<file path="src/rtl/core/assert_macros.svh">
// Assertion macros shared by the RTL of the hex-float text converter.
// Depends on nothing; SYNTH builds get empty bodies.
`ifndef ASSERT_MACROS_SVH
`define ASSERT_MACROS_SVH

`ifndef SYNTH
`define ASSERT_ALWAYS(label, clk, rst_n, prop) \
	label: assert property (@(posedge clk) disable iff (!rst_n) (prop)) \
		else $error("%m: invariant failed");
`define ASSERT_NEXT(label, clk, rst_n, ante, cons) \
	label: assert property (@(posedge clk) disable iff (!rst_n) (ante) |=> (cons)) \
		else $error("%m: next-cycle check failed");
`else
`define ASSERT_ALWAYS(label, clk, rst_n, prop)
`define ASSERT_NEXT(label, clk, rst_n, ante, cons)
`endif

`endif

</file>
<file path="src/rtl/core/fthf_pkg.sv">
// Package for the fixed-point to hex-float text converter: control word
// types, the sequencer program and ASCII helpers. Depends on nothing.
`default_nettype none

package fthf_pkg;

	localparam int UPC_W = 4;
	localparam int NSTEPS = 1 << UPC_W;

	typedef logic [UPC_W-1:0] upc_t;

	typedef enum logic [3:0] {
		CH_NONE,
		CH_MINUS_IF_NEG,
		CH_ZERO,
		CH_X,
		CH_LEAD,
		CH_DOT_IF_KEEP,
		CH_FRAC_IF_MORE,
		CH_P,
		CH_ESIGN,
		CH_TENS_IF,
		CH_ONES
	} chr_sel_t;

	typedef enum logic [2:0] {
		OP_NONE,
		OP_LOAD,
		OP_SHR,
		OP_SHL,
		OP_ADJ,
		OP_TRIM,
		OP_FRAC
	} dp_op_t;

	typedef enum logic [2:0] {
		C_NEVER,
		C_ALWAYS,
		C_NO_INPUT,
		C_SHR,
		C_SHL,
		C_FRAC_MORE
	} cond_t;

	typedef struct packed {
		chr_sel_t chr;
		dp_op_t   op;
		cond_t    cond;
		upc_t     target;
	} ucode_t;

	localparam upc_t STEP_LOAD = upc_t'(0);
	localparam upc_t STEP_SHR  = upc_t'(2);
	localparam upc_t STEP_SHL  = upc_t'(3);
	localparam upc_t STEP_FRAC = upc_t'(9);

	localparam logic [6:0] CHR_0     = 7'h30;
	localparam logic [6:0] CHR_A_LOW = 7'h57;
	localparam logic [6:0] CHR_MINUS = 7'h2d;
	localparam logic [6:0] CHR_PLUS  = 7'h2b;
	localparam logic [6:0] CHR_DOT   = 7'h2e;
	localparam logic [6:0] CHR_X     = 7'h78;
	localparam logic [6:0] CHR_P     = 7'h70;

	// Sequencer program; a step jumps to target when its condition holds,
	// else advances. Spare entries return to the load step.
	localparam ucode_t UCODE [NSTEPS] = '{
		'{CH_NONE,         OP_LOAD, C_NO_INPUT,  STEP_LOAD},
		'{CH_MINUS_IF_NEG, OP_NONE, C_NEVER,     STEP_LOAD},
		'{CH_NONE,         OP_SHR,  C_SHR,       STEP_SHR},
		'{CH_NONE,         OP_SHL,  C_SHL,       STEP_SHL},
		'{CH_NONE,         OP_ADJ,  C_NEVER,     STEP_LOAD},
		'{CH_ZERO,         OP_TRIM, C_NEVER,     STEP_LOAD},
		'{CH_X,            OP_NONE, C_NEVER,     STEP_LOAD},
		'{CH_LEAD,         OP_NONE, C_NEVER,     STEP_LOAD},
		'{CH_DOT_IF_KEEP,  OP_NONE, C_NEVER,     STEP_LOAD},
		'{CH_FRAC_IF_MORE, OP_FRAC, C_FRAC_MORE, STEP_FRAC},
		'{CH_P,            OP_NONE, C_NEVER,     STEP_LOAD},
		'{CH_ESIGN,        OP_NONE, C_NEVER,     STEP_LOAD},
		'{CH_TENS_IF,      OP_NONE, C_NEVER,     STEP_LOAD},
		'{CH_ONES,         OP_NONE, C_ALWAYS,    STEP_LOAD},
		'{CH_NONE,         OP_NONE, C_ALWAYS,    STEP_LOAD},
		'{CH_NONE,         OP_NONE, C_ALWAYS,    STEP_LOAD}
	};

	function automatic logic [6:0] hex_char(input logic [3:0] d);
		if (d < 4'd10)
			return CHR_0 + {3'b000, d};
		return CHR_A_LOW + {3'b000, d};
	endfunction

	// Count of fraction digits up to and including the last nonzero one.
	function automatic logic [3:0] frac_keep(input logic [31:0] f);
		logic [3:0] k;
		k = 4'd0;
		for (int i = 0; i < 8; i++) begin
			if (f[31-4*i -: 4] != 4'd0)
				k = 4'(i + 1);
		end
		return k;
	endfunction

endpackage

`default_nettype wire

</file>
<file path="src/rtl/core/fixed_to_hex_float_text.sv">
// Top level of the fixed-point to hex-float text converter: a microcoded
// sequencer over a shift/count datapath. Depends on fthf_pkg and assert_macros.svh.
//
// Usage:
//  - Input channel value_valid/value_ready carries one signed 32.32 value.
//    value_ready is high only while the sequencer sits in its load step.
//  - Output channel character_valid/character_ready carries one ASCII
//    character per transfer; last marks the final character of a value.
//  - Text form: [-]0xD.FFFFFFFFp<sign>E, trailing zero digits trimmed,
//    exponent in decimal; zero gives 0x0p+0.
//  - Each value runs through 14 sequencer steps; the shift steps repeat once per
//    normalizing shift (0 to 32) and the fraction step once per fraction digit
//    kept (0 to 8). Normalization shifts one bit per cycle.
//  - Characters leave through one output register; a step that emits waits
//    while that register holds an untaken character, so a stalled receiver
//    stalls the sequencer and nothing is lost or repeated.
//  - For a negative value the first character is the minus sign from the step
//    after the load step; otherwise it is the 0 emitted after normalization.
//  - Reset (arst_n low) returns the sequencer to the load step and empties
//    the output register.
`default_nettype none
`include "assert_macros.svh"

module fixed_to_hex_float_text (
	input  wire logic               clk,
	input  wire logic               arst_n,
	input  wire logic signed [63:0] value,
	input  wire logic               value_valid,
	output logic                    value_ready,
	output logic [6:0]              character,
	output logic                    last,
	output logic                    character_valid,
	input  wire logic               character_ready
);
	import fthf_pkg::*;

	upc_t              upc_q;
	upc_t              upc_d;
	ucode_t            uw;
	logic [63:0]       mag_q;
	logic signed [6:0] exp_q;
	logic              neg_q;
	logic [3:0]        keep_q;
	logic [3:0]        cnt_q;

	logic              emit_want;
	logic              slot_free;
	logic              fire;
	logic              cond_true;
	logic [6:0]        chr_d;
	logic [5:0]        ae;
	logic [1:0]        tens;
	logic [5:0]        ones;

	assign uw          = UCODE[upc_q];
	assign value_ready = (upc_q == STEP_LOAD);
	assign slot_free   = !character_valid || character_ready;
	assign fire        = !emit_want || slot_free;

	always_comb begin
		ae = exp_q[6] ? 6'(-exp_q) : exp_q[5:0];
		if (ae >= 6'd30)
			tens = 2'd3;
		else if (ae >= 6'd20)
			tens = 2'd2;
		else if (ae >= 6'd10)
			tens = 2'd1;
		else
			tens = 2'd0;
		ones = ae - {1'b0, tens, 3'b000} - {3'b000, tens, 1'b0};
	end

	always_comb begin
		case (uw.cond)
			C_NEVER:     cond_true = 1'b0;
			C_ALWAYS:    cond_true = 1'b1;
			C_NO_INPUT:  cond_true = !value_valid;
			C_SHR:       cond_true = (mag_q[63:32] != 32'd0);
			C_SHL:       cond_true = (mag_q != 64'd0) && !mag_q[31];
			C_FRAC_MORE: cond_true = (cnt_q < keep_q);
			default:     cond_true = 1'b1;
		endcase
	end

	always_comb begin
		emit_want = 1'b1;
		chr_d     = CHR_0;
		case (uw.chr)
			CH_NONE: begin
				emit_want = 1'b0;
			end
			CH_MINUS_IF_NEG: begin
				emit_want = neg_q;
				chr_d     = CHR_MINUS;
			end
			CH_ZERO: begin
				chr_d = CHR_0;
			end
			CH_X: begin
				chr_d = CHR_X;
			end
			CH_LEAD: begin
				chr_d = hex_char(mag_q[35:32]);
			end
			CH_DOT_IF_KEEP: begin
				emit_want = (keep_q != 4'd0);
				chr_d     = CHR_DOT;
			end
			CH_FRAC_IF_MORE: begin
				emit_want = (cnt_q < keep_q);
				chr_d     = hex_char(mag_q[31:28]);
			end
			CH_P: begin
				chr_d = CHR_P;
			end
			CH_ESIGN: begin
				chr_d = exp_q[6] ? CHR_MINUS : CHR_PLUS;
			end
			CH_TENS_IF: begin
				emit_want = (ae >= 6'd10);
				chr_d     = CHR_0 + {5'd0, tens};
			end
			CH_ONES: begin
				chr_d = CHR_0 + {1'b0, ones};
			end
			default: begin
				emit_want = 1'b0;
			end
		endcase
	end

	always_comb begin
		upc_d = upc_q;
		if (fire) begin
			if (cond_true)
				upc_d = uw.target;
			else
				upc_d = upc_q + upc_t'(1);
		end
	end

	always_ff @(posedge clk or negedge arst_n) begin
		if (!arst_n) begin
			upc_q <= STEP_LOAD;
		end else begin
			upc_q <= upc_d;
		end
	end

	always_ff @(posedge clk or negedge arst_n) begin
		if (!arst_n) begin
			mag_q  <= '0;
			exp_q  <= '0;
			neg_q  <= 1'b0;
			keep_q <= '0;
			cnt_q  <= '0;
		end else if (fire) begin
			case (uw.op)
				OP_LOAD: begin
					if (value_valid) begin
						neg_q <= value[63];
						mag_q <= value[63] ? (64'd0 - 64'(value)) : 64'(value);
						exp_q <= '0;
						cnt_q <= '0;
					end
				end
				OP_SHR: begin
					if (cond_true) begin
						mag_q <= mag_q >> 1;
						exp_q <= exp_q + 7'sd1;
					end
				end
				OP_SHL: begin
					if (cond_true) begin
						mag_q <= mag_q << 1;
						exp_q <= exp_q - 7'sd1;
					end
				end
				OP_ADJ: begin
					if (exp_q != 7'sd0) begin
						mag_q <= mag_q << 1;
						exp_q <= exp_q - 7'sd1;
					end
				end
				OP_TRIM: begin
					keep_q <= frac_keep(mag_q[31:0]);
				end
				OP_FRAC: begin
					if (cond_true) begin
						mag_q <= mag_q << 4;
						cnt_q <= cnt_q + 4'd1;
					end
				end
				default: begin
				end
			endcase
		end
	end

	// Hold the character until its transfer; load a new one when the slot frees.
	always_ff @(posedge clk or negedge arst_n) begin
		if (!arst_n) begin
			character_valid <= 1'b0;
			character       <= '0;
			last            <= 1'b0;
		end else if (emit_want && slot_free) begin
			character_valid <= 1'b1;
			character       <= chr_d;
			last            <= (uw.chr == CH_ONES);
		end else if (character_ready) begin
			character_valid <= 1'b0;
		end
	end

	`ASSERT_ALWAYS(a_exp_range, clk, arst_n, (exp_q >= -7'sd32) && (exp_q <= 7'sd32))
	`ASSERT_ALWAYS(a_cnt_le_keep, clk, arst_n, (upc_q != STEP_FRAC) || (cnt_q <= keep_q))
	`ASSERT_ALWAYS(a_norm_done, clk, arst_n, (upc_q < 4'd5) || (upc_q > 4'd8) || (mag_q[63:33] == 31'd0))
	`ASSERT_NEXT(a_load_advance, clk, arst_n, value_valid && value_ready, upc_q == upc_t'(1))

endmodule

`default_nettype wire
</file>
<file path="config.mk">
export PLATFORM = sky130hd
export DESIGN_NAME = fixed_to_hex_float_text
export DESIGN_NICKNAME = d
export VERILOG_FILES = /design/src/rtl/core/fthf_pkg.sv /design/src/rtl/core/fixed_to_hex_float_text.sv
export VERILOG_INCLUDE_DIRS = /design/src /design/src/rtl/core
export SDC_FILE = /design/constraint.sdc
export NUM_CORES = 1
export LEC_CHECK = 0
export BUFFER_PORTS_ARGS = -buffer_cell sky130_fd_sc_hd__buf_2
export CORE_ASPECT_RATIO = 0.75
export CORE_MARGIN = 2
export CORE_UTILIZATION = 60
export DETAILED_ROUTE_END_ITERATION = 10
export GPL_TIMING_DRIVEN = 0
export PLACE_DENSITY_LB_ADDON = 0.15
export SLEW_MARGIN = 40
export SYNTH_ARGS = -nofsm -noshare
export SYNTH_HDL_FRONTEND = slang
export SYNTH_SLANG_ARGS = --single-unit
</file>
<file path="constraint.sdc">
create_clock -name clk -period 7.9 [get_ports clk]
set_clock_uncertainty 0.05 [all_clocks]
set_input_delay 1.185 -clock clk [delete_from_list [all_inputs] [get_ports clk]]
set_output_delay 1.185 -clock clk [all_outputs]
set_load 0.01 [all_outputs]
</file>
==> metrics.md <==
| Metric | Value |
|---|---|
| Fin worst setup slack | `around 2800 ps` |
| Worst path required time | `between 8000 and 9000 ps` |
| X dimension of the die | `around 140 µm` |
| Transition time of the tightest slew-check pin | `between 900 and 1000 ps` |
| Antenna Nets Post-Route | `0` |
| Cell leakage power | `between 3 and 4 nW` |
| Share of the synthesized area in the top cell type | `between 20 and 30%` |
| Run status | `finished clean` |
| Number of buffers created by CTS | `9` |
| Critical path startpoint | `upc_q[1]$_DFFE_PN0N_` |
| Post-synth net total | `1000` |
| Warning count from the yosys run | `0` |
| Total Die Area | `14740 µm²` |
| Ratio of cells with drive above 1 in the final layout | `17.55%` |
| Area occupied by registers | `approximately 2300 µm²` |
| Proportion of synthesized chip area in sequential cells | `28.15%` |
| Maximum buffer depth of the clock tree | `2` |
| Initial antenna violation count | `0` |
| Antenna cells | `0` |
| Via/cell ratio | `about 7.0` |
| Count of unique library cells instantiated by Yosys | `83` |
| Final Setup Violations | `0` |
| Global routing usage summed across all routing layers | `a little over a third` |
| Setup repair after global routing missed its margin | `no` |
| Syn Std Cell Area | `roughly 8300 µm²` |
| Crit Path Max Fanout | `10` |
| Minimum period implied by the final worst setup slack | `between 5000 and 6000 ps` |
| FF+latch count, synth | `93` |
| Slew Limit Fails | `0` |
| Number of enable flip-flop cells after synthesis | `0` |
| Most numerous cell in the Yosys netlist | `sky130_fd_sc_hd__dfrtp_1` |
| Avg WL per Cell | `around 22 µm` |
| Worst endpoint data arrival time | `around 5200 ps` |
| Placeable core region | `around 14000 µm²` |
| CTS HTree Levels | `3` |
| List of most frequent post-synthesis cells | `sky130_fd_sc_hd__dfrtp_1, sky130_fd_sc_hd__a21oi_1, sky130_fd_sc_hd__o21ai_0, sky130_fd_sc_hd__xor2_1, sky130_fd_sc_hd__mux2_1` |
| Worst Min Path Start | `character[2]$_DFFE_PN0P_` |
| Initial standard-cell utilization of the core | `slightly above 60%` |
| Max-Slew Margin vs Limit | `39.85%` |
| Synthesized area per cell | `9.165 µm²` |
| Area delta synth->final | `11.79%` |
| Final hold slack | `422.6 ps` |
| Total via count after detailed routing | `8192` |
| Row cnt | `37` |
| Setup slack of the most critical reg-to-reg path | `roughly 2800 ps` |
| Detailed-router iteration count before antenna repair | `9` |
| Sinks on Clock Net | `93` |
| Nets@finish | `around 1.1k` |
| Post-CTS clock slew at the launch and capture registers of the worst setup and hold paths | `~70 ps` |
| Clock latency on the worst-skew pair | `roughly 360 ps` |
| Vertical extent of the die | `105.7 µm` |
| Maximum clock frequency | `between 150 and 200 MHz` |
| Maximum number of pins on one net before global-route repair | `60` |
| Fill cell total of the finished layout | `approximately 1.1k` |
| RR Startpoint | `upc_q[1]$_DFFE_PN0N_` |
| Final core area utilization | `68.13%` |
| Count of maximum capacitance violations | `0` |
| Power after layout | `4.903 mW` |
| Fraction of registers with async set or reset after synthesis | `100.0%` |
| Class of the most critical setup path | `reg2reg` |
| Launching element type of the critical path | `register` |
| Setup TNS | `0 ps` |
| Master cell of the clock root buffer | `sky130_fd_sc_hd__clkbuf_16` |
| Worst setup slack before clock tree synthesis | `about 3000 ps` |
| Initial detailed-routing violation count | `about 1.2k` |
| Power per Cell Area | `530.6 nW/µm²` |
| First-pass GRT wire length | `a little over 40 mm` |
| Number of instances resized during post-cts repair | `0` |
| Crit end category | `register` |
| Routability cong. | `about 0.96` |
| Main area contributors after synthesis | `sky130_fd_sc_hd__dfrtp_1, sky130_fd_sc_hd__mux2_1, sky130_fd_sc_hd__xor2_1` |
| Setup Fix Bufs, Post-CTS | `0` |
| Number of ports placed on the die boundary | `78` |
| Post-synthesis cell count | `~900` |
| Number of global-route vias before repair | `around 7.6k` |
| Area of the multi-input gates | `5497 µm²` |
| Sum of net half-perimeters after detailed placement | `19.23 mm` |
| Count of final hold-check violations | `0` |
| Clock tree from TritonCTS | `built` |
| Maximum ir drop on the vdd rail | `approximately 0.33 mV` |
| I/O Buffers | `76` |
| Library cell with the largest summed area after synthesis | `sky130_fd_sc_hd__dfrtp_1` |
| Hold buffer count at CTS | `0` |
| Worst Hold Class | `reg2reg` |
| Final Routed Wirelength | `between 20 and 30 mm` |
| Share of the clock period used by the worst path after layout | `roughly 64%` |
| Congestion Overflow GR | `0` |
| Number of DRC violations after detailed routing | `0` |
| Most common flop cell mapped by yosys | `sky130_fd_sc_hd__dfrtp_1` |
-- critical path, stage by stage, from the launching register on --
cell and delay [ps]:
sky130_fd_sc_hd__dfrtp_1 430, sky130_fd_sc_hd__buf_2 260, sky130_fd_sc_hd__inv_1 90, sky130_fd_sc_hd__ha_1 280, sky130_fd_sc_hd__nor4b_1 580, sky130_fd_sc_hd__o21bai_2 380
sky130_fd_sc_hd__and2_1 190, sky130_fd_sc_hd__buf_2 250, sky130_fd_sc_hd__clkbuf_1 390, sky130_fd_sc_hd__buf_6 220, sky130_fd_sc_hd__ha_1 260, sky130_fd_sc_hd__nor2b_1 150
sky130_fd_sc_hd__o21ai_0 240, sky130_fd_sc_hd__a21oi_1 110, sky130_fd_sc_hd__nor2_1 200, sky130_fd_sc_hd__mux2_2 360, sky130_fd_sc_hd__o41ai_1 340, sky130_fd_sc_hd__o31ai_1 120
-- sequential cells by signal, indices dropped and copies added, names as in the netlist --
signal and count:
last 1, upc_q 4, exp_q 7, neg_q 1, character 7, mag_q 64
keep_q 4, cnt_q 4, character_valid 1
-- final cells by class --
cell class              count  share of cell area, %
well taps                 175                  2.369
flip-flops and latches     93                  25.18
clock buffers              13                  2.924
plain buffers              67                  3.561
multi-input cells         711                  59.48
clock inverters             3                 0.4603
repair buffers             79                  4.766
inverters                  31                  1.259
-- metal layers --
layer  GRT usage (%)  wire length [µm]
met5               0                 0
met4           11.00               682
met3           9.450              3037
met2           49.19             10610
met1           53.70             11660
-- layout by cell type (no fill, tap or decap), drive strengths merged, types with 4 or more instances in the layout --
cell,n
nor4,17
a21o,6
nor2b,12
xor2,60
o21ai,67
o31ai,27
mux2,81
o211ai,4
nand2,36
inv,31
xnor2,12
clkbuf,54
or4,14
nand4,7
and2,7
nor2,33
a31oi,6
or2,6
nand2b,4
ha,29
buf,105
o41ai,21
or3,12
nand3b,4
a221o,34
mux2i,9
nor3,14
a21oi,92
dfrtp,93
nand3,19
a222oi,26
-- power breakdown --
part | internal (mW) | switching, mW | leakage (nW)
combinational | 1.50 | 1.89 | 2.47
clock | 0.271 | 0.191 | 0.152
sequential | 0.743 | 0.309 | 1.10
-- path summary, 6_finish.rpt --
| path | to | cells after the start |
|---|---|---|
| setup / recovery | exp_q[6]$_DFFE_PN0P_ | 17 |
| hold / removal | character[2]$_DFFE_PN0P_ | 1 |
| setup reg to reg | exp_q[6]$_DFFE_PN0P_ | 17 |
| hold reg to reg | character[2]$_DFFE_PN0P_ | 1 |
| max in group asynchronous | mag_q[7]$_DFFE_PN0P_ | 2 |
| min in group asynchronous | character[5]$_DFFE_PN0P_ | 1 |
-- metrics by stage --
stage | std cells | area, µm²
2_1_floorplan | 902 | 8267
3_3_place_gp | 1153 | 8866
3_5_place_dp | 1156 | 8929
4_1_cts | 1172 | 9241
5_1_grt | 1172 | 9241
6_report | 1172 | 9241
-- cells by family after synthesis --
group                    count (synthesis)  share of synthesized area (%)
AO/OA/AOI/OAI                          318                          27.82
XOR/XNOR                                72                          7.628
adder cells (fa/ha/maj)                 30                          4.631
buffers and inverters                   98                          5.373
flip-flops                              93                          28.15
multiplexers                            90                          12.40
AND/OR/NAND/NOR                        201                          14.00
No activity file was read; power rests on OpenSTA's default activity.
